$ cat src/sv/scpa_pkg.sv
// Shared types and constants of the strided padded correlate-accumulate block.
// Used by the register block, the controller, the datapath and the top level.
// Depends on nothing.
`default_nettype none

package scpa_pkg;

   typedef logic [2:0] opcode_type;

   localparam opcode_type OP_LOAD_INPUT  = 3'd0;
   localparam opcode_type OP_LOAD_KERNEL = 3'd1;
   localparam opcode_type OP_LOAD_OUTPUT = 3'd2;
   localparam opcode_type OP_RUN         = 3'd3;
   localparam opcode_type OP_READ_OUTPUT = 3'd4;

   localparam logic KIND_RUN  = 1'b0;
   localparam logic KIND_READ = 1'b1;

   localparam logic STATUS_OK  = 1'b0;
   localparam logic STATUS_ERR = 1'b1;

   localparam logic [2:0] REG_IN_WIDTH    = 3'd0;
   localparam logic [2:0] REG_IN_HEIGHT   = 3'd1;
   localparam logic [2:0] REG_IN_DEPTH    = 3'd2;
   localparam logic [2:0] REG_KERN_WIDTH  = 3'd3;
   localparam logic [2:0] REG_KERN_HEIGHT = 3'd4;
   localparam logic [2:0] REG_PAD_AMOUNT  = 3'd5;
   localparam logic [2:0] REG_STEP_SIZE   = 3'd6;
   localparam logic [2:0] REG_OUT_DEPTH   = 3'd7;

   localparam logic [6:0] RESET_IN_WIDTH    = 7'd8;
   localparam logic [6:0] RESET_IN_HEIGHT   = 7'd8;
   localparam logic [4:0] RESET_IN_DEPTH    = 5'd1;
   localparam logic [4:0] RESET_KERN_WIDTH  = 5'd3;
   localparam logic [4:0] RESET_KERN_HEIGHT = 5'd3;
   localparam logic [3:0] RESET_PAD_AMOUNT  = 4'd0;
   localparam logic [4:0] RESET_STEP_SIZE   = 5'd1;
   localparam logic [4:0] RESET_OUT_DEPTH   = 5'd1;

   localparam logic [4:0] MAX_CHANNELS = 5'd16;
   localparam logic [4:0] MAX_KERNEL   = 5'd16;
   localparam logic [4:0] MAX_STEP     = 5'd16;

   typedef struct packed {
      opcode_type         opcode;
      logic        [11:0] word_index;
      logic signed [15:0] sample_value;
      logic signed [47:0] base_value;
   } req_word_type;

   typedef struct packed {
      logic               result_kind;
      logic               status_code;
      logic signed [47:0] read_value;
   } rsp_word_type;

   typedef struct packed {
      logic [6:0] in_width;
      logic [6:0] in_height;
      logic [4:0] in_depth;
      logic [4:0] kern_width;
      logic [4:0] kern_height;
      logic [3:0] pad_amount;
      logic [4:0] step_size;
      logic [4:0] out_depth;
   } cfg_type;

   typedef struct packed {
      logic load;
      logic read;
      logic geo_load;
      logic geo_div;
      logic geo_area;
      logic geo_need;
      logic run_init;
      logic point_start;
      logic tap;
      logic point_write;
      logic clear_err;
   } cmd_type;

   typedef struct packed {
      logic range_ok;
      logic div_done;
      logic size_ok;
      logic tap_last;
      logic point_last;
      logic pipe_busy;
      logic err_flag;
      logic read_oob;
   } stat_type;

endpackage

`default_nettype wire

$ cat src/sv/scpa_ctrl.sv
// Controller: sequences loads, reads, the geometry check and the run loops.
// Depends on scpa_pkg; commands scpa_datapath and registers the result strobe.
`default_nettype none

module scpa_ctrl (
   input  wire                    clock,
   input  wire                    reset,
   input  wire                    start,
   input  scpa_pkg::opcode_type   opcode,
   input  scpa_pkg::stat_type     stat,
   output scpa_pkg::cmd_type      cmd,
   output logic                   busy,
   output logic                   rsp_strobe,
   output logic                   rsp_kind,
   output logic                   rsp_status
);

   typedef enum logic [3:0] {
      IDLE,
      G_RANGE,
      G_DIV,
      G_AREA,
      G_NEED,
      G_SIZE,
      PT_START,
      TAPS,
      DRAIN,
      PT_WRITE,
      RESPOND
   } state_type;

   state_type state_ff;
   logic      strobe_ff, kind_ff, status_ff;
   logic      accept, finish, finish_bad;

   assign busy       = state_ff != IDLE;
   assign accept     = start && state_ff == IDLE;
   assign rsp_strobe = strobe_ff;
   assign rsp_kind   = kind_ff;
   assign rsp_status = status_ff;

   assign finish = (state_ff == G_RANGE && !stat.range_ok) ||
                   (state_ff == G_SIZE && !stat.size_ok) ||
                   (state_ff == PT_WRITE && stat.point_last);
   assign finish_bad = state_ff != PT_WRITE;

   always_comb begin
      cmd             = '0;
      cmd.load        = accept && (opcode == scpa_pkg::OP_LOAD_INPUT ||
                                   opcode == scpa_pkg::OP_LOAD_KERNEL ||
                                   opcode == scpa_pkg::OP_LOAD_OUTPUT);
      cmd.read        = accept && opcode == scpa_pkg::OP_READ_OUTPUT;
      cmd.geo_load    = accept && opcode == scpa_pkg::OP_RUN;
      cmd.geo_div     = state_ff == G_DIV;
      cmd.geo_area    = state_ff == G_AREA;
      cmd.geo_need    = state_ff == G_NEED;
      cmd.run_init    = state_ff == G_SIZE && stat.size_ok;
      cmd.point_start = state_ff == PT_START;
      cmd.tap         = state_ff == TAPS;
      cmd.point_write = state_ff == PT_WRITE;
      cmd.clear_err   = finish;
   end

   always_ff @(posedge clock) begin
      if (reset) begin
         state_ff  <= IDLE;
         strobe_ff <= 1'b0;
         kind_ff   <= scpa_pkg::KIND_RUN;
         status_ff <= scpa_pkg::STATUS_OK;
      end else begin
         strobe_ff <= 1'b0;
         if (finish) begin
            strobe_ff <= 1'b1;
            kind_ff   <= scpa_pkg::KIND_RUN;
            status_ff <= (finish_bad || stat.err_flag) ? scpa_pkg::STATUS_ERR
                                                       : scpa_pkg::STATUS_OK;
            state_ff  <= RESPOND;
         end else begin
            unique case (state_ff)
               IDLE: begin
                  if (accept) begin
                     unique case (opcode)
                        scpa_pkg::OP_READ_OUTPUT: begin
                           strobe_ff <= 1'b1;
                           kind_ff   <= scpa_pkg::KIND_READ;
                           status_ff <= stat.read_oob ? scpa_pkg::STATUS_ERR
                                                      : scpa_pkg::STATUS_OK;
                           state_ff  <= RESPOND;
                        end
                        scpa_pkg::OP_RUN: state_ff <= G_RANGE;
                        default: ;
                     endcase
                  end
               end
               G_RANGE:  state_ff <= G_DIV;
               G_DIV: begin
                  if (stat.div_done) begin
                     state_ff <= G_AREA;
                  end
               end
               G_AREA:   state_ff <= G_NEED;
               G_NEED:   state_ff <= G_SIZE;
               G_SIZE:   state_ff <= PT_START;
               PT_START: state_ff <= TAPS;
               TAPS: begin
                  if (stat.tap_last) begin
                     state_ff <= DRAIN;
                  end
               end
               DRAIN: begin
                  if (!stat.pipe_busy) begin
                     state_ff <= PT_WRITE;
                  end
               end
               PT_WRITE: state_ff <= PT_START;
               RESPOND:  state_ff <= IDLE;
               default:  state_ff <= IDLE;
            endcase
         end
      end
   end

   a_strobe_single: assert property (@(posedge clock) disable iff (reset)
      rsp_strobe |=> !rsp_strobe)
      else $error("Result strobe held for more than one cycle.");

   a_strobe_busy: assert property (@(posedge clock) disable iff (reset)
      rsp_strobe |-> busy)
      else $error("Result strobe while the block is idle.");

   a_read_answers: assert property (@(posedge clock) disable iff (reset)
      (accept && opcode == scpa_pkg::OP_READ_OUTPUT)
         |=> (rsp_strobe && rsp_kind == scpa_pkg::KIND_READ))
      else $error("Accepted read word did not answer in the next cycle.");

   a_load_no_stall: assert property (@(posedge clock) disable iff (reset)
      (accept && (opcode == scpa_pkg::OP_LOAD_INPUT || opcode == scpa_pkg::OP_LOAD_KERNEL ||
                  opcode == scpa_pkg::OP_LOAD_OUTPUT)) |=> !busy)
      else $error("Load word made the block busy.");

endmodule

`default_nettype wire

$ cat config.mk
export PLATFORM = sky130hd
export DESIGN_NAME = scpa_ctrl
export DESIGN_NICKNAME = d
export VERILOG_FILES = /design/src/sv/scpa_pkg.sv /design/src/sv/scpa_ctrl.sv
export SDC_FILE = /design/constraint.sdc
export NUM_CORES = 1
export LEC_CHECK = 0
export ABC_AREA = 1
export BUFFER_PORTS_ARGS = -buffer_cell sky130_fd_sc_hd__buf_2
export CELL_PAD_IN_SITES_DETAIL_PLACEMENT = 0
export CELL_PAD_IN_SITES_GLOBAL_PLACEMENT = 1
export CORE_MARGIN = 1
export CORE_UTILIZATION = 32
export CTS_BUF_LIST = sky130_fd_sc_hd__clkbuf_4
export CTS_CLUSTER_SIZE = 25
export DETAILED_ROUTE_END_ITERATION = 10
export PLACE_DENSITY = 0.82
export SLEW_MARGIN = 20
export SYNTH_ARGS = -nofsm -noshare
export SYNTH_HDL_FRONTEND = slang
export SYNTH_SLANG_ARGS = --single-unit
export TNS_END_PERCENT = 20
$ cat constraint.sdc
create_clock -name clock -period 1.4 [get_ports clock]
set_input_delay 0.21 -clock clock [delete_from_list [all_inputs] [get_ports clock]]
set_output_delay 0.21 -clock clock [all_outputs]
set_load 0.01 [all_outputs]
==> impl_metrics.tcl, run 1 <==
set metrics [dict create \
    outcome "finished with violations" \
    violations "DRC, setup timing" \
    drv_slew 0 \
    crit_buf_inv 1 \
    grt_use_total 0.1692 \
    cp_max_fo 6 \
    cpPeakStageDelay_ns 0.38 \
    dp_slack_ns 0.02908 \
    wirelength_mm 1.722 \
    die_width_um 47.57 \
    synthesis.nets 117 \
    cp_top_family "simple AND/OR/NAND/NOR gates" \
    r2r_setup_slack_ns -0.04 \
    hold_start "reset" \
    syn2layout_area_growth_pct 52.73 \
    ys_ff_latch 7 \
    fillers 209 \
    io_pins 29 \
    rr_endpoint "state_ff[0]" \
    cts_num_sinks 7 \
    cts_root_buf "clkbuf_4" \
    slew_headroom 0.8501 \
    h-tree-depth 1 \
    hpwl_mm 1.379 \
    hold_path_end "state_ff[3]" \
    core-area_um2 1962 \
    path_cells "nor2_4 -> nand3_2 -> nor3b_2 -> buf_2" \
    start_util 0.3386 \
    yosysWarnings 0 \
    critPathCaptureType "primary output" \
    clk-insertion-delay-late_ns 0.26 \
    startpoint_type "flip-flop" \
    drt_iter0_markers 17 \
    finalHoldViolCount 0 \
    cp_slowest_cell "dfxtp_2" \
    numCtsBuffers 3 \
    place.gp.congestion 0.8206 \
    first_global_vias 641 \
    whs_path_depth 2 \
    diodes 0 \
    instances_no_fill 169 \
    worst_pin_slew_ns 0.2243 \
    critical_path_class "reg -> out" \
    min_period_ns 1.491 \
    antenna_found_initial 0 \
    clkTransAtPathRegs_ns 0.05 \
    power.leakage_nw 0.5573 \
    rsz0062_at_grt "true" \
    die_area_um2 2262 \
    maxCapViolations 0 \
    hold_slack_ns 0.1815 \
    rr_worst_depth 9 \
    final_cell_area_um2 1015 \
    synth.distinct_cells 22 \
    synth_area_um2 664.4 \
    drc 1 \
    drive_above_1_share 0.5775 \
    dpl_cell_area_um2 830.8 \
    crit_arrival_ns 1.28 \
    vias_per_cell 4.462 \
    setup_viol 6 \
    row_count 16 \
    vias 754 \
    finalCritPeriodShare 1.065 \
    clock_path_buffers 2 \
    syn_avg_cell_area_um2 6.450 \
    critical_path_required_ns 1.19 \
    die_h_um 47.57 \
    utilization 0.5172 \
    hold_path.class "in -> reg" \
    dp.cells 157 \
    worst_slack_ns -0.09073 \
    nets 157 \
    antenna_left 0 \
    ir_worst_vdd_mv 0.7221 \
    drt-pass1-iter-count 7 \
    io_buffers 28 \
    clock.fmax_ghz 0.6708 \
    wl_per_cell_um 10.19 \
    syn_inst 103 \
    power_density_nw_per_um2 1455 \
    fin_skew_ns 0.005249 \
    grt-ovfl-total 0 \
    cts_tree "built" \
    worstReg2RegStart "state_ff[1]" \
    ys_seq_area_frac 0.2109 \
    grt_pass1_wl_mm 2.684 \
    grt_max_degree 7 \
]
-- synthesized netlist by cell type, drive strengths merged --
| library cell | n | area [µm²] |
|---|---|---|
| nand3 | 9 | 65.06 |
| clkinv | 1 | 3.750 |
| a21oi | 2 | 17.52 |
| nor3b | 1 | 7.510 |
| nor4 | 1 | 6.260 |
| inv | 17 | 63.81 |
| nor3 | 2 | 10.01 |
| nand2 | 30 | 140.1 |
| buf | 1 | 7.510 |
| o21ai | 1 | 5.000 |
| dfxtp | 7 | 140.1 |
| nor2 | 25 | 153.9 |
| o211ai | 1 | 7.510 |
| nand3b | 1 | 11.26 |
| nand4 | 3 | 18.77 |
| a31oi | 1 | 6.260 |
-- cell families (layout without fill, tap and decap cells) --
logic type	after synthesis	count (layout)	share of synthesized area
buffers and inverters	19	58	0.1130
AO/OA/AOI/OAI	5	5	0.05462
AND/OR/NAND/NOR	72	72	0.6215
flip-flops	7	7	0.2109
-- registers in the layout (all words and copies together) (netlist names) --
register / count
state_ff: 4
rsp_strobe: 1
rsp_kind: 1
rsp_status: 1
-- through the flow --
stage	power (mW)	TNS, ns
floorplan	0.8680	0
global placement	1.029	0
detailed placement	1.037	0
CTS	1.430	-0.3064
global route	1.606	-1.159
finish	1.476	-0.3484
-- layer usage --
layer / wire length [µm] / track usage / share of wire
met5: 0 / 0 / 0
met4: 17 / 0.06667 / 0.0099
met3: 102 / 0.03774 / 0.059
met2: 858 / 0.2822 / 0.50
met1: 744 / 0.2117 / 0.43
-- area by class of cell --
type | count | area [µm²] | share of cell area
Multi-Input combinational cell | 77 | 493.0 | 0.4858
Timing Repair Buffer | 36 | 237.7 | 0.2343
Sequential cell | 7 | 150.1 | 0.1480
Inverter | 18 | 70.07 | 0.06905
Tap cell | 27 | 33.78 | 0.03329
Clock buffer | 4 | 30.03 | 0.02959
-- cells in the final DEF, fill, tap and decap left out, drive strengths merged --
master / count
buf: 36
nand2: 30
nor2: 25
inv: 17
nand3: 9
dfxtp: 7
clkbuf: 4
nand4: 3
a21oi: 2
nor3: 2
nand3b: 1
clkinv: 1
nor3b: 1
nor4: 1
o21ai: 1
o211ai: 1
a31oi: 1
-- where the power goes --
part,switching [mW],internal [mW],leakage (nW)
logic,0.542,0.417,0.480
clock network,0.0784,0.128,0.0184
registers,0.0616,0.249,0.0593
total,0.682,0.795,0.557
-- timing repair --
| action | in CTS | in global routing |
|---|---|---|
| hold buffers | 0 | 0 |
| setup buffers | 7 | 1 |
| endpoints found under the setup margin | 11 | 12 |
| resized for setup | 14 | 6 |
| pin swaps | 4 | 3 |
| endpoints found under the hold margin | 0 | 0 |
| cloned | 0 | 0 |
-- worst max path at each step --
stage / from / end / cells after the start / slack, ns
after floorplan: state_ff[3] / cmd[8] / 3 / 0.12
after global routing: state_ff[1] / cmd[10] / 4 / -0.19
after detailed placement: state_ff[3] / cmd[9] / 4 / 0.03
after global placement: state_ff[3] / cmd[9] / 4 / 0.006
final: state_ff[1] / cmd[10] / 4 / -0.09
after CTS: state_ff[3] / cmd[10] / 4 / -0.08
No activity file was read; power rests on OpenSTA's default activity.
==> run 2, diff against run 1 <==
--- a/config.mk
+++ b/config.mk
@@ -5,7 +5,6 @@
 export SDC_FILE = /design/constraint.sdc
 export NUM_CORES = 1
 export LEC_CHECK = 0
-export ABC_AREA = 1
 export BUFFER_PORTS_ARGS = -buffer_cell sky130_fd_sc_hd__buf_2
 export CELL_PAD_IN_SITES_DETAIL_PLACEMENT = 0
 export CELL_PAD_IN_SITES_GLOBAL_PLACEMENT = 1
==> impl_metrics.tcl, run 2 <==
set metrics [dict create \
    ys.flop_type "dfxtp_1" \
    synth_area_um2 596.8 \
    antenna_found_initial 0 \
    largest_register_ffs 4 \
    drc 0 \
    wl_per_cell_um 12.01 \
    synth_area_leaders "dfxtp_1 23%, nor3_1 7.5%, nor2_1 6.9%, nand3b_1 5.0%, nand2_1 4.4%" \
    h-tree-depth 1 \
    io_buffers 28 \
    numCtsBuffers 3 \
    power.leakage_nw 0.4914 \
    min_period_ns 1.658 \
    syn_avg_cell_area_um2 7.368 \
    fillers 161 \
    finalHoldViolCount 0 \
    critical_path_required_ns 1.19 \
    cts_root_buf "clkbuf_4" \
    rr_worst_depth 5 \
    startpoint_type "flip-flop" \
    drv_slew 0 \
    synthesis.nets 95 \
    diodes 0 \
    cts_hold_buf 0 \
    rsz0062_at_grt "true" \
    drive_above_1_share 0.5891 \
    hpwl_mm 1.340 \
    ys_seq_area_frac 0.2348 \
    fin_skew_ns 0.005492 \
    clock.fmax_ghz 0.6031 \
    vias_per_cell 5.078 \
    synth_edf_count 0 \
    ir_worst_vdd_mv 0.8208 \
    ff_latch_area_um2 155.1 \
    final_common_cell "buf_2" \
    yosysTopAreaCellShare 0.2348 \
    io_pins 29 \
    die_width_um 45.19 \
    cts_num_sinks 7 \
    ys_ff_latch 7 \
    die_area_um2 2042 \
    row_count 15 \
    first_global_vias 694 \
    cts_tree "built" \
    finalCritPeriodShare 1.184 \
    synth.distinct_cells 32 \
    wirelength_mm 1.850 \
    crit_buf_inv 2 \
    place.gp.congestion 0.7868 \
    violations "setup timing" \
    final_cell_mix "28 x buf_2, 22 x buf_4, 11 x nor2_1" \
    multiInputGateArea_um2 475.5 \
    synth_largest_area_cell "dfxtp_1" \
    cpPeakStageDelay_ns 0.36 \
    grt_pass1_wl_mm 2.932 \
    cp_slowest_cell "dfxtp_4" \
    vias 782 \
    yosysMostFrequentCell "nor2_1" \
    hold_slack_ns 0.1792 \
    crit_arrival_ns 1.45 \
    clk-insertion-delay-late_ns 0.25 \
    worst_pin_slew_ns 0.3796 \
    grt-ovfl-total 0 \
    clkTransAtPathRegs_ns 0.06 \
    grt_use_total 0.2043 \
    outcome "finished with violations" \
    synth_commonest_cells "11 x nor2_1, 9 x nor3_1, 7 x dfxtp_1, 7 x nand2_1" \
    slew_headroom 0.7463 \
    clock_path_buffers 2 \
    setup_viol 13 \
    cp_num_cells 4 \
    core-area_um2 1745 \
    path_cells "nor4_4 -> and3_1 -> buf_4 -> buf_2" \
    top_register "state_ff" \
    tns_ns -1.978 \
    cp_top_family "simple AND/OR/NAND/NOR gates" \
    drt_iter0_markers 5 \
    nets 144 \
    critPathCaptureType "primary output" \
    ys_async_sr_fraction 0 \
    whs_path_depth 2 \
    start_util 0.3419 \
    die_h_um 45.19 \
    maxCapViolations 0 \
    cp_max_fo 5 \
    worst_slack_ns -0.2582 \
    hold_path.class "in -> reg" \
    antenna_left 0 \
    grt_max_degree 13 \
    yosysWarnings 0 \
    critical_path_class "reg -> out" \
    syn_inst 81 \
    syn2layout_area_growth_pct 73.37 \
    power_density_nw_per_um2 1683 \
    drt-pass1-iter-count 4 \
    total_power_mw 1.741 \
]
[run 2: cell types whose count changed after synthesis, moves of 5 or more]
cell	delta
nand2_1	-14
inv_1	-12
nand2_2	-8
nor3_1	+7
nor2_2	-6
nor2_4	-6
nand3_1	-5
[run 2: worst register-to-register path, delay by kind of cell, from the launching register on]
| kind | cells | cell delay, ns |
|---|---|---|
| compound gates | 4 | 0.61 |
| flops | 1 | 0.36 |
| simple gates | 1 | 0.54 |
[run 2: cell families (layout without fill, tap and decap cells)]
family / after synthesis / after routing / share of synthesized area
DFF: 7 / 7 / 0.2348
and+or+nand+nor: 44 / 44 / 0.3983
muxes: 3 / 3 / 0.05241
AOI/OAI and AO/OA: 16 / 16 / 0.2201
buffers and inverters: 11 / 59 / 0.09433
[run 2: through the flow]
stage / setup slack, ns / util / cell area [µm²] / instances
global placement: -0.1307 / 0.5161 / 900.9 / 148
global route: -0.3411 / 0.5928 / 1035 / 154
CTS: -0.2545 / 0.5756 / 1005 / 154
floorplan: -0.1864 / - / 625.6 / 81
finish: -0.2582 / 0.5928 / 1035 / 154
detailed placement: -0.1814 / 0.5161 / 900.9 / 148
[run 2: what timing repair did]
| item | in CTS | in global routing |
|---|---|---|
| setup buffers | 2 | 0 |
| pin swaps | 2 | 0 |
| resized for setup | 17 | 6 |
| setup endpoints to repair | 19 | 16 |
[run 2: routing by layer]
metal,up-vias,global-route usage,part of all wire
met2,24,0.3449,0.51
met3,6,0.05200,0.035
met4,0,0.1333,0.030
met1,363,0.2246,0.42
li1,389,-,-
met5,-,0,0
[run 2: final cells by class]
type,count,share of cell area
multi-input combinational,63,0.4595
timing repair buffer,52,0.3204
sequential,7,0.1499
tap,25,0.03023
inverter,3,0.01088
clock buffer,4,0.02902
[run 2: report_power, final]
group,total [mW],switching (mW),internal (mW)
registers,0.335,0.0691,0.266
logic,1.20,0.574,0.630
clock network,0.202,0.0743,0.128
total,1.74,0.718,1.02
[run 2: worst paths after layout]
| path | from | slack (ns) | endpoint |
|---|---|---|---|
| hold / removal | reset | 0.18 | state_ff[1] |
| setup / recovery | state_ff[2] | -0.26 | cmd[9] |
| hold reg to reg | rsp_kind | 0.47 | rsp_kind |
| setup reg to reg | state_ff[2] | -0.20 | state_ff[1] |
