$ cat src/sv/scpa_pkg.sv
// Shared types and constants of the strided padded correlate-accumulate block.
// Used by the register block, the controller, the datapath and the top level.
// Depends on nothing.
`default_nettype none

package scpa_pkg;

   typedef logic [2:0] opcode_type;

   localparam opcode_type OP_LOAD_INPUT  = 3'd0;
   localparam opcode_type OP_LOAD_KERNEL = 3'd1;
   localparam opcode_type OP_LOAD_OUTPUT = 3'd2;
   localparam opcode_type OP_RUN         = 3'd3;
   localparam opcode_type OP_READ_OUTPUT = 3'd4;

   localparam logic KIND_RUN  = 1'b0;
   localparam logic KIND_READ = 1'b1;

   localparam logic STATUS_OK  = 1'b0;
   localparam logic STATUS_ERR = 1'b1;

   localparam logic [2:0] REG_IN_WIDTH    = 3'd0;
   localparam logic [2:0] REG_IN_HEIGHT   = 3'd1;
   localparam logic [2:0] REG_IN_DEPTH    = 3'd2;
   localparam logic [2:0] REG_KERN_WIDTH  = 3'd3;
   localparam logic [2:0] REG_KERN_HEIGHT = 3'd4;
   localparam logic [2:0] REG_PAD_AMOUNT  = 3'd5;
   localparam logic [2:0] REG_STEP_SIZE   = 3'd6;
   localparam logic [2:0] REG_OUT_DEPTH   = 3'd7;

   localparam logic [6:0] RESET_IN_WIDTH    = 7'd8;
   localparam logic [6:0] RESET_IN_HEIGHT   = 7'd8;
   localparam logic [4:0] RESET_IN_DEPTH    = 5'd1;
   localparam logic [4:0] RESET_KERN_WIDTH  = 5'd3;
   localparam logic [4:0] RESET_KERN_HEIGHT = 5'd3;
   localparam logic [3:0] RESET_PAD_AMOUNT  = 4'd0;
   localparam logic [4:0] RESET_STEP_SIZE   = 5'd1;
   localparam logic [4:0] RESET_OUT_DEPTH   = 5'd1;

   localparam logic [4:0] MAX_CHANNELS = 5'd16;
   localparam logic [4:0] MAX_KERNEL   = 5'd16;
   localparam logic [4:0] MAX_STEP     = 5'd16;

   typedef struct packed {
      opcode_type         opcode;
      logic        [11:0] word_index;
      logic signed [15:0] sample_value;
      logic signed [47:0] base_value;
   } req_word_type;

   typedef struct packed {
      logic               result_kind;
      logic               status_code;
      logic signed [47:0] read_value;
   } rsp_word_type;

   typedef struct packed {
      logic [6:0] in_width;
      logic [6:0] in_height;
      logic [4:0] in_depth;
      logic [4:0] kern_width;
      logic [4:0] kern_height;
      logic [3:0] pad_amount;
      logic [4:0] step_size;
      logic [4:0] out_depth;
   } cfg_type;

   typedef struct packed {
      logic load;
      logic read;
      logic geo_load;
      logic geo_div;
      logic geo_area;
      logic geo_need;
      logic run_init;
      logic point_start;
      logic tap;
      logic point_write;
      logic clear_err;
   } cmd_type;

   typedef struct packed {
      logic range_ok;
      logic div_done;
      logic size_ok;
      logic tap_last;
      logic point_last;
      logic pipe_busy;
      logic err_flag;
      logic read_oob;
   } stat_type;

endpackage

`default_nettype wire

$ cat src/sv/scpa_csr.sv
// Configuration registers behind the APB-style port, with read back.
// Depends on scpa_pkg for the register layout, indexes and reset values.
`default_nettype none

module scpa_csr (
   input  wire                  clock,
   input  wire                  reset,
   input  wire                  csr_psel,
   input  wire                  csr_penable,
   input  wire                  csr_pwrite,
   input  wire  [4:0]           csr_paddr,
   input  wire  [31:0]          csr_pwdata,
   output logic [31:0]          csr_prdata,
   output logic                 csr_pready,
   output scpa_pkg::cfg_type    cfg
);

   scpa_pkg::cfg_type cfg_ff;
   logic              wr_en;
   logic [2:0]        reg_index;

   assign csr_pready = 1'b1;
   assign wr_en      = csr_psel && csr_penable && csr_pwrite;
   assign reg_index  = csr_paddr[4:2];
   assign cfg        = cfg_ff;

   always_ff @(posedge clock) begin
      if (reset) begin
         cfg_ff.in_width    <= scpa_pkg::RESET_IN_WIDTH;
         cfg_ff.in_height   <= scpa_pkg::RESET_IN_HEIGHT;
         cfg_ff.in_depth    <= scpa_pkg::RESET_IN_DEPTH;
         cfg_ff.kern_width  <= scpa_pkg::RESET_KERN_WIDTH;
         cfg_ff.kern_height <= scpa_pkg::RESET_KERN_HEIGHT;
         cfg_ff.pad_amount  <= scpa_pkg::RESET_PAD_AMOUNT;
         cfg_ff.step_size   <= scpa_pkg::RESET_STEP_SIZE;
         cfg_ff.out_depth   <= scpa_pkg::RESET_OUT_DEPTH;
      end else if (wr_en) begin
         unique case (reg_index)
            scpa_pkg::REG_IN_WIDTH:    cfg_ff.in_width    <= csr_pwdata[6:0];
            scpa_pkg::REG_IN_HEIGHT:   cfg_ff.in_height   <= csr_pwdata[6:0];
            scpa_pkg::REG_IN_DEPTH:    cfg_ff.in_depth    <= csr_pwdata[4:0];
            scpa_pkg::REG_KERN_WIDTH:  cfg_ff.kern_width  <= csr_pwdata[4:0];
            scpa_pkg::REG_KERN_HEIGHT: cfg_ff.kern_height <= csr_pwdata[4:0];
            scpa_pkg::REG_PAD_AMOUNT:  cfg_ff.pad_amount  <= csr_pwdata[3:0];
            scpa_pkg::REG_STEP_SIZE:   cfg_ff.step_size   <= csr_pwdata[4:0];
            scpa_pkg::REG_OUT_DEPTH:   cfg_ff.out_depth   <= csr_pwdata[4:0];
            default: ;
         endcase
      end
   end

   always_comb begin
      unique case (reg_index)
         scpa_pkg::REG_IN_WIDTH:    csr_prdata = {25'd0, cfg_ff.in_width};
         scpa_pkg::REG_IN_HEIGHT:   csr_prdata = {25'd0, cfg_ff.in_height};
         scpa_pkg::REG_IN_DEPTH:    csr_prdata = {27'd0, cfg_ff.in_depth};
         scpa_pkg::REG_KERN_WIDTH:  csr_prdata = {27'd0, cfg_ff.kern_width};
         scpa_pkg::REG_KERN_HEIGHT: csr_prdata = {27'd0, cfg_ff.kern_height};
         scpa_pkg::REG_PAD_AMOUNT:  csr_prdata = {28'd0, cfg_ff.pad_amount};
         scpa_pkg::REG_STEP_SIZE:   csr_prdata = {27'd0, cfg_ff.step_size};
         scpa_pkg::REG_OUT_DEPTH:   csr_prdata = {27'd0, cfg_ff.out_depth};
         default:                   csr_prdata = 32'd0;
      endcase
   end

endmodule

`default_nettype wire

$ cat config.mk
export PLATFORM = sky130hd
export DESIGN_NAME = scpa_csr
export DESIGN_NICKNAME = d
export VERILOG_FILES = /design/src/sv/scpa_pkg.sv /design/src/sv/scpa_csr.sv
export SDC_FILE = /design/constraint.sdc
export NUM_CORES = 1
export LEC_CHECK = 0
export BUFFER_PORTS_ARGS = -buffer_cell sky130_fd_sc_hd__buf_2
export CAP_MARGIN = 20
export CORE_MARGIN = 2
export CORE_UTILIZATION = 50
export CTS_BUF_LIST = sky130_fd_sc_hd__clkbuf_8
export DETAILED_ROUTE_END_ITERATION = 7
export GPL_TIMING_DRIVEN = 0
export PLACE_DENSITY = 0.86
export REMOVE_ABC_BUFFERS = 1
export SYNTH_ARGS = -nofsm -noshare
export SYNTH_HDL_FRONTEND = slang
export SYNTH_SLANG_ARGS = --single-unit
$ cat constraint.sdc
create_clock -name clock -period 2.2 [get_ports clock]
set_input_delay 0.11 -clock clock [delete_from_list [all_inputs] [get_ports clock]]
set_output_delay 0.11 -clock clock [all_outputs]
set_load 0.01 [all_outputs]
==> results.sh, run 1 <==
export IMPL_cts_sinks=43
export IMPL_finalHoldViolations=0
export IMPL_rsz0062_at_grt="no"
export IMPL_num_antenna_cells=0
export IMPL_gp_congestion=0.857
export IMPL_arrival_ns=1.68
export IMPL_synth_largest_area_cell="dfxtp_1"
export IMPL_pre_cts_ws_ns=0.248
export IMPL_dr_pass1_iters=4
export IMPL_synth_top_area_share_pct=39.0
export IMPL_antenna_found_initial=0
export IMPL_power_leakage_nw=1.17
export IMPL_crit_buf_inv=2
export IMPL_ios=118
export IMPL_final_setup_viol_count=0
export IMPL_final_common_cell="buf_2"
export IMPL_cts_max_level=2
export IMPL_critPathMaxFanout=19
export IMPL_clk_latency_ns=0.29
export IMPL_utilization_pct=58.0
export IMPL_largest_register_ff_count=43
export IMPL_clk_pin_slew_worst_paths_ns=0.08
export IMPL_slew_headroom_pct=50.2
export IMPL_place_hpwl_mm=3.69
export IMPL_die_w_um=70.4
export IMPL_wl_per_cell_um=14.3
export IMPL_final_setup_tns_ns=0
export IMPL_top_layer_used="met4"
export IMPL_ys_top_cells_by_area="dfxtp_1 39%, mux2i_1 11%, buf_4 8.8%"
export IMPL_clockBufferDepth=2
export IMPL_post_cts_buffers=0
export IMPL_cts_buffers=5
export IMPL_path_class="in2out"
export IMPL_report_final_slew_viol_count=0
export IMPL_fp_dieH_um=70.4
export IMPL_num_vias=1973
export IMPL_placed_cell_area_um2=2390
export IMPL_tritoncts="built"
export IMPL_max_stage_delay_ns=0.51
export IMPL_grt_pass1_wl_mm=8.29
export IMPL_worst_slack_ns=0.413
export IMPL_grt_pass1_vias=1664
export IMPL_peakVddDrop_mv=0.323
export IMPL_ant_nets=0
export IMPL_hp_class="in2reg"
export IMPL_post_route_drc_count=0
export IMPL_synthesis_area_um2=2210
export IMPL_synth_seq_cells=43
export IMPL_fmax_mhz=560
export IMPL_via_per_inst=5.41
export IMPL_core_area_um2=4290
export IMPL_drt_iter0_markers=162
export IMPL_yosysWarnings=0
export IMPL_cp_top_family="simple AND/OR/NAND/NOR gates"
export IMPL_ctsHoldBuffers=0
export IMPL_nets=354
export IMPL_fin_crit_sh_pct=81.2
export IMPL_syn_instance_count=266
export IMPL_worst_pin_slew_ns=0.747
export IMPL_area_growth_pct=12.9
export IMPL_final_cell_mix="64 x buf_2, 43 x dfxtp_1, 31 x nor2_1"
export IMPL_start_util_pct=51.4
export IMPL_cts_root_buf="clkbuf_8"
export IMPL_port_buffers=64
export IMPL_route_met2_wl_mm=2.45
export IMPL_drt_wl_total_mm=5.21
export IMPL_cp_end_kind="primary output"
export IMPL_min_period_ns=1.79
export IMPL_cts_repair_resized=0
export IMPL_met1_length_mm=2.26
export IMPL_core_rowCount=24
export IMPL_netlist_cell_type_count=28
export IMPL_worstSetupStartpointType="input port"
export IMPL_syn_area_per_cell_um2=8.30
export IMPL_drive_gt1_share_pct=25.2
export IMPL_run_status="finished clean"
export IMPL_path_cells="buf_2 > nor2b_1 > a221oi_1 > a221oi_1 > nor2_1 > buf_2"
export IMPL_fin_area_um2=2490
export IMPL_grt_overflow_total=0
export IMPL_grt_max_degree=44
export IMPL_required_ns=2.09
export IMPL_grt_use_total_pct=21.0
export IMPL_clock_skew_final_ns=0
export IMPL_wl_met3_um=412
export IMPL_powerDensity_nw_per_um2=604
export IMPL_ys_seq_area_share_pct=39.0
export IMPL_dieArea_um2=4960
export IMPL_cp_slowest_cell="nor2b_1"
export IMPL_maxCapViolCount=0
==> per-layer routing <==
layer  global-route usage [%]  vias up
met5                        0        -
met1                     29.1      928
met2                     32.6       90
met4                     7.05        0
li1                         -      946
met3                     4.33        9
==> logic make-up (layout without fill, tap and decap cells) <==
| logic type | Yosys count | in the layout | synth area share [%] |
|---|---|---|---|
| AND/OR/NAND/NOR | 78 | 78 | 16.8 |
| flip-flops | 43 | 43 | 39.0 |
| other | 2 | 26 | 0.340 |
| multiplexers | 28 | 28 | 12.9 |
| buffers and inverters | 54 | 77 | 14.2 |
| AO/OA/AOI/OAI | 61 | 61 | 16.7 |
==> per-stage QoR <==
stage | hold slack, ns | cells | power, mW
after floorplan | 0.179 | 241 | 0.885
after global placement | 0.354 | 357 | 0.962
after detailed placement | 0.365 | 357 | 0.964
after CTS | 0.0579 | 365 | 1.51
after global routing | 0.0708 | 365 | 1.56
final | 0.0579 | 365 | 1.50
==> power by group <==
part / switching, mW / internal [mW]
Sequential: 0.00456 / 0.784
Clock: 0.271 / 0.286
Combinational: 0.111 / 0.0482
==> path summary, 6_finish.rpt <==
path | end | cells past startpoint | slack, ns | from
min reg2reg | cfg[17] | 2 | 0.49 | cfg[17]
max reg2reg | cfg[32] | 2 | 1.34 | cfg[32]
max | csr_prdata[0] | 6 | 0.41 | csr_paddr[3]
min | cfg[42] | 3 | 0.06 | csr_pwdata[6]
==> cell usage after synthesis <==
master / n
buf_1: 3
inv_1: 5
nor2_2: 1
o22a_1: 1
nand3b_1: 6
or3_1: 3
a211oi_1: 1
nor2_1: 31
conb_1: 2
nand2b_1: 3
buf_2: 5
buf_6: 1
buf_4: 26
nand2_1: 27
a221oi_1: 8
nand4_2: 1
o32ai_1: 1
nand4b_4: 1
nor3_1: 2
o21ai_0: 25
mux2_2: 4
a211o_1: 2
mux2i_1: 24
dfxtp_1: 43
a21oi_1: 19
a22o_1: 4
clkbuf_1: 14
nor2b_1: 3
==> area by class of cell <==
class                   instances  area, um2
clock buffers                   7       96.3
clock inverters                 1       7.51
fillers                       402       1800
inverters                       5       18.8
multi-input cells             193       1120
flip-flops and latches         43        861
well taps                      52       65.1
repair buffers                 64        320
==> worst min-delay path: stages <==
cell and delay [ns]:
buf_2 0.09, mux2i_1 0.06, nor2_1 0.07
Note: power is estimated with default switching activity, not from simulation.
==> run 2: changes to the inputs <==
--- a/config.mk
+++ b/config.mk
@@ -5,14 +5,15 @@
 export SDC_FILE = /design/constraint.sdc
 export NUM_CORES = 1
 export LEC_CHECK = 0
+export ABC_AREA = 1
 export BUFFER_PORTS_ARGS = -buffer_cell sky130_fd_sc_hd__buf_2
 export CAP_MARGIN = 20
 export CORE_MARGIN = 2
-export CORE_UTILIZATION = 50
+export CORE_UTILIZATION = 47
 export CTS_BUF_LIST = sky130_fd_sc_hd__clkbuf_8
 export DETAILED_ROUTE_END_ITERATION = 7
 export GPL_TIMING_DRIVEN = 0
-export PLACE_DENSITY = 0.86
+export PLACE_DENSITY = 0.81
 export REMOVE_ABC_BUFFERS = 1
 export SYNTH_ARGS = -nofsm -noshare
 export SYNTH_HDL_FRONTEND = slang
==> constraint.sdc (replaced) <==
create_clock -name clock -period 1.8 [get_ports clock]
set_input_delay 0.09 -clock clock [delete_from_list [all_inputs] [get_ports clock]]
set_output_delay 0.09 -clock clock [all_outputs]
set_load 0.01 [all_outputs]
==> results.sh, run 2 <==
export IMPL_r2r_slack_ns=1.11
export IMPL_max_stage_delay_ns=0.26
export IMPL_drt_wl_total_mm=5.39
export IMPL_peakVddDrop_mv=0.422
export IMPL_yosys_area_share_xor_xnor_pct=0
export IMPL_p_int_mw=1.28
export IMPL_cts_max_level=2
export IMPL_p_sw_share_pct=26.9
export IMPL_powerDensity_nw_per_um2=682
export IMPL_clockBufferDepth=2
export IMPL_final_setup_viol_count=0
export IMPL_cts_buffers=5
export IMPL_drt_iter0_markers=102
export IMPL_p_seq_share_pct=55.6
export IMPL_layout_cells_non_filler=438
export IMPL_report_final_slew_viol_count=0
export IMPL_antenna_found_initial=0
export IMPL_port_buffers=64
export IMPL_maxCapViolCount=0
export IMPL_total_power_mw=1.75
export IMPL_top_layer_used="met4"
export IMPL_fmax_mhz=768
export IMPL_utilization_pct=55.0
export IMPL_yosysWarnings=0
export IMPL_ios=118
export IMPL_grt_use_total_pct=21.2
export IMPL_endpoint="csr_prdata[0]"
export IMPL_combPwrFrac_pct=11.5
export IMPL_synth_main_ff_cell="dfxtp_1"
export IMPL_clock_power_share_pct=32.9
export IMPL_drive_gt1_share_pct=22.7
export IMPL_yosys_area_share_simple_pct=37.5
export IMPL_path_class="in2out"
export IMPL_path_cells="buf_2 > inv_2 > nand2_1 > inv_1 > nand2_1 > nand3_1 > buf_2"
export IMPL_grt_pass1_wl_mm=8.59
export IMPL_wl_met3_um=372
export IMPL_fin_hold_ws_ns=0.0273
export IMPL_met1_length_mm=2.43
export IMPL_ff2ff_path_depth=2
export IMPL_num_antenna_cells=0
export IMPL_final_setup_tns_ns=0
export IMPL_placed_cells=429
export IMPL_synth_most_common_cell="nor2_1"
export IMPL_fin_area_um2=2560
export IMPL_start_util_pct=47.9
export IMPL_rsz0062_at_grt="no"
export IMPL_min_period_ns=1.30
export IMPL_grt_pass1_vias=1818
export IMPL_arrival_ns=1.21
export IMPL_core_rowCount=25
export IMPL_gp_congestion=0.902
export IMPL_clk_latency_ns=0.30
export IMPL_worstSetupStartpointType="input port"
export IMPL_synthesis_area_um2=2230
export IMPL_n_fill_cell=452
export IMPL_cp_end_kind="primary output"
export IMPL_tritoncts="built"
export IMPL_synth_top_area_share_pct=38.5
export IMPL_post_cts_buffers=0
export IMPL_ant_nets=0
export IMPL_run_status="finished clean"
export IMPL_critPathLaunch="csr_paddr[4]"
export IMPL_syn_area_per_cell_um2=6.85
export IMPL_wl_per_cell_um=12.3
export IMPL_cp_top_family="buffers and inverters"
export IMPL_yosys_top_cells_count="83 x nor2_1, 50 x nand2_1, 43 x dfxtp_1"
export IMPL_route_met2_wl_mm=2.48
export IMPL_pre_cts_ws_ns=0.419
export IMPL_num_vias=2206
export IMPL_crit_buf_inv=4
export IMPL_final_common_cell="nor2_1"
export IMPL_clock_skew_final_ns=0
export IMPL_placed_cell_area_um2=2460
export IMPL_reg2reg_from="cfg[28]"
export IMPL_clk_pin_slew_worst_paths_ns=0.08
export IMPL_hold_start="csr_pwdata[6]"
export IMPL_finalHoldViolations=0
export IMPL_synth_compound_area_share_pct=8.62
export IMPL_synth_adder_area_share_pct=0
export IMPL_synth_largest_area_cell="dfxtp_1"
export IMPL_hp_class="in2reg"
export IMPL_synth_edf_count=0
export IMPL_die_w_um=73.0
export IMPL_cp_slowest_cell="inv_2"
export IMPL_fin_crit_sh_pct=72.3
export IMPL_fp_dieH_um=73.0
export IMPL_ys_top_cells_by_area="dfxtp_1 39%, nor2_1 14%, buf_4 9.4%"
export IMPL_critPathMaxFanout=17
export IMPL_reg2reg_to="cfg[28]"
export IMPL_hold_depth=3
export IMPL_syn_instance_count=326
export IMPL_largest_register_ff_count=43
export IMPL_grt_max_degree=44
export IMPL_dr_pass1_iters=4
export IMPL_netlist_cell_type_count=18
export IMPL_core_area_um2=4660
export IMPL_cts_sinks=43
export IMPL_ctsHoldBuffers=0
export IMPL_ys_seq_area_share_pct=38.5
export IMPL_final_cell_mix="83 x nor2_1, 64 x buf_2, 50 x nand2_1"
export IMPL_dieArea_um2=5320
export IMPL_grt_overflow_total=0
export IMPL_cts_root_buf="clkbuf_8"
export IMPL_area_growth_pct=14.8
export IMPL_nets=425
export IMPL_cp_depth=7
export IMPL_worst_slack_ns=0.499
export IMPL_via_per_inst=5.04
export IMPL_place_hpwl_mm=3.93
export IMPL_cts_repair_resized=0
export IMPL_synth_seq_cells=43
export IMPL_post_route_drc_count=0
export IMPL_power_leakage_nw=1.35
export IMPL_required_ns=1.71
export IMPL_synth_mux_area_share_pct=0
export IMPL_async_reset_ff_share_pct=0
export IMPL_synth_top_family_by_area="simple AND/OR/NAND/NOR gates"
export IMPL_p_switching_uw=471
run 2: how the worst min path moves through the flow:
stage / endpoint / slack (ns)
floorplan: cfg[20] / 0.20
global route: cfg[42] / 0.03
detailed placement: cfg[42] / 0.34
CTS: cfg[42] / 0.03
global placement: cfg[34] / 0.33
finish: cfg[42] / 0.03
run 2: cells by family after synthesis:
family,count (synthesis)
AOI/OAI and AO/OA,37
other,2
and+or+nand+nor,184
DFF,43
buffers and inverters,60
run 2: layer usage:
metal / track usage, % / vias to the layer above
met5: 0 / -
met4: 9.47 / 0
met3: 4.14 / 13
met2: 33.3 / 96
met1: 28.1 / 982
li1: - / 1115
run 2: worst register-to-register path, stage by stage, from the launching register on:
cell,delay [ns]
dfxtp_1,0.34
o21ai_0,0.19
nor2_1,0.06
run 2: layout make-up:
| type | instances | area (um2) | share of cell area (%) |
|---|---|---|---|
| repair buffers | 65 | 348 | 13.6 |
| clock buffers | 5 | 68.8 | 2.68 |
| well taps | 54 | 67.6 | 2.63 |
| inverters | 21 | 78.8 | 3.07 |
| multi-input cells | 247 | 1130 | 44.0 |
| flip-flops and latches | 43 | 861 | 33.6 |
| clock inverters | 3 | 12.5 | 0.488 |
run 2: power by group through the flow:
| stage | Sequential [mW] | Combinational, mW | Clock, mW |
|---|---|---|---|
| after floorplan | 0.999 | 0.102 | 0 |
| after global placement | 0.995 | 0.191 | 0 |
| after detailed placement | 0.995 | 0.193 | 0 |
| after CTS | 0.972 | 0.193 | 0.592 |
| after global routing | 0.974 | 0.225 | 0.628 |
| final | 0.973 | 0.202 | 0.575 |
==> run 3: changes to the inputs <==
--- a/config.mk
+++ b/config.mk
@@ -9,11 +9,11 @@
 export BUFFER_PORTS_ARGS = -buffer_cell sky130_fd_sc_hd__buf_2
 export CAP_MARGIN = 20
 export CORE_MARGIN = 2
-export CORE_UTILIZATION = 47
+export CORE_UTILIZATION = 42
 export CTS_BUF_LIST = sky130_fd_sc_hd__clkbuf_8
 export DETAILED_ROUTE_END_ITERATION = 7
 export GPL_TIMING_DRIVEN = 0
-export PLACE_DENSITY = 0.81
+export PLACE_DENSITY = 0.76
 export REMOVE_ABC_BUFFERS = 1
 export SYNTH_ARGS = -nofsm -noshare
 export SYNTH_HDL_FRONTEND = slang
==> constraint.sdc (replaced) <==
create_clock -name clock -period 1.1 [get_ports clock]
set_input_delay 0.055 -clock clock [delete_from_list [all_inputs] [get_ports clock]]
set_output_delay 0.055 -clock clock [all_outputs]
set_load 0.01 [all_outputs]
==> results.sh, run 3 (same netlist as run 2, synthesis figures left out) <==
export IMPL_min_period_ns=1.21
export IMPL_grt_pass1_vias=2023
export IMPL_die_w_um=76.9
export IMPL_worst_slack_ns=-0.108
export IMPL_critPathMaxFanout=2
export IMPL_tritoncts="built"
export IMPL_peakVddDrop_mv=0.618
export IMPL_max_stage_delay_ns=0.33
export IMPL_placed_cells=445
export IMPL_largest_register_ff_count=43
export IMPL_arrival_ns=1.15
export IMPL_grt_use_total_pct=20.2
export IMPL_num_vias=2242
export IMPL_clk_pin_slew_worst_paths_ns=0.08
export IMPL_report_final_slew_viol_count=0
export IMPL_cts_root_buf="clkbuf_8"
export IMPL_clock_skew_final_ns=0
export IMPL_cts_sinks=43
export IMPL_fmax_mhz=828
export IMPL_run_status="finished, violations left"
export IMPL_drt_iter0_markers=140
export IMPL_grt_pass1_wl_mm=9.50
export IMPL_hp_class="in2reg"
export IMPL_post_route_drc_count=0
export IMPL_via_per_inst=4.82
export IMPL_clk_latency_ns=0.30
export IMPL_pre_cts_ws_ns=-0.240
export IMPL_wl_per_cell_um=12.5
export IMPL_cts_max_level=2
export IMPL_area_growth_pct=23.3
export IMPL_ff_latch_area_um2=883
export IMPL_layout_cells_non_filler=465
export IMPL_path_class="reg2out"
export IMPL_final_cell_mix="79 x nor2_1, 61 x buf_2, 49 x nand2_1"
export IMPL_worstSetupStartpointType="register"
export IMPL_dieArea_um2=5920
export IMPL_n_fill_cell=526
export IMPL_fp_dieH_um=76.9
export IMPL_ant_nets=0
export IMPL_r2r_slack_ns=0.30
export IMPL_cts_buffers=5
export IMPL_fin_crit_sh_pct=110
export IMPL_gp_congestion=0.861
export IMPL_required_ns=1.04
export IMPL_core_area_um2=5110
export IMPL_antenna_found_initial=0
export IMPL_powerDensity_nw_per_um2=1170
export IMPL_port_buffers=64
export IMPL_nets=436
export IMPL_cp_end_kind="primary output"
export IMPL_rsz0062_at_grt="yes"
export IMPL_failed_checks="setup timing"
export IMPL_final_common_cell="nor2_1"
export IMPL_clockBufferDepth=2
export IMPL_maxCapViolCount=0
export IMPL_place_hpwl_mm=4.12
export IMPL_final_setup_viol_count=5
export IMPL_core_rowCount=26
export IMPL_finalHoldViolations=0
export IMPL_dr_pass1_iters=4
export IMPL_drive_gt1_share_pct=30.9
export IMPL_ios=118
export IMPL_multi_input_area_um2=1140
export IMPL_power_leakage_nw=1.42
export IMPL_grt_overflow_total=0
export IMPL_grt_max_degree=44
export IMPL_cp_slowest_cell="dfxtp_2"
export IMPL_start_util_pct=43.8
export IMPL_num_antenna_cells=0
export IMPL_drt_wl_total_mm=5.82
export IMPL_path_cells="nand4_1 > nand2_1 > nor2_1 > nand3_1 > buf_2"
==> run 3: changes by cell type in the layout (fill, tap and decap cells not counted), sizes merged <==
| cell | previous run | this run |
|---|---|---|
| bufinv | 0 | 1 |
| inv | 23 | 21 |
| buf | 65 | 71 |
| dlygate4sd3 | 0 | 2 |
| clkbuf | 5 | 9 |
==> run 3: layout make-up <==
| class | count | share of cell area, % |
|---|---|---|
| sequential | 43 | 32.0 |
| multi-input combinational | 247 | 41.4 |
| clock buffer | 6 | 3.00 |
| inverter | 21 | 3.04 |
| tap | 70 | 3.18 |
| clock inverter | 2 | 1.27 |
| timing repair buffer | 76 | 16.1 |
==> run 3: per-layer routing <==
metal | global-route usage, % | vias to the layer above | wire length (um)
met1 | 24.8 | 986 | 2540
li1 | - | 1140 | -
met2 | 33.2 | 102 | 2640
met5 | 0 | - | 0
met3 | 5.76 | 14 | 502
met4 | 8.18 | 0 | 131
==> run 3: worst paths after layout <==
kind	start	endpoint	cells past startpoint
worst max-delay path	cfg[11]	csr_prdata[1]	5
worst min-delay path	csr_pwdata[1]	cfg[20]	3
worst max register to register	cfg[28]	cfg[28]	3
worst min register to register	cfg[24]	cfg[24]	2
==> run 3: report_power, final <==
| group | internal (mW) | total [mW] | switching [mW] | leakage (nW) |
|---|---|---|---|---|
| combinational | 0.106 | 0.357 | 0.251 | 1.01 |
| sequential | 1.58 | 1.59 | 0.0158 | 0.352 |
| clock | 0.734 | 1.28 | 0.546 | 0.0612 |
==> run 3: repair_timing <==
action                                  CTS  global route
gates cloned                              0             0
endpoints found under the hold margin     3             0
endpoints found under the setup margin    7             7
gates resized for setup                  20             9
buffers inserted                          7             2
hold buffers                              2             0
pin swaps                                 4             7
==> run 3: worst max-delay path, delay by kind of cell (launching register included) <==
kind | cells | cell delay (ns)
simple gates | 4 | 0.37
flops | 1 | 0.33
buf+inv | 1 | 0.15
==> run 3: stage by stage <==
| stage | util (%) | TNS [ns] | hold WS [ns] | power (mW) | area [um2] |
|---|---|---|---|---|---|
| 2_1_floorplan | - | 0 | 0.168 | 1.80 | 2070 |
| 3_3_place_gp | 48.5 | -7.47 | 0.297 | 1.94 | 2480 |
| 4_1_cts | 52.8 | -0.486 | 0.103 | 3.22 | 2700 |
| 5_1_grt | 54.0 | -0.820 | 0.114 | 3.37 | 2760 |
| 3_5_place_dp | 48.5 | -8.28 | 0.305 | 1.94 | 2480 |
| 6_report | 54.0 | -0.460 | 0.0989 | 3.23 | 2760 |
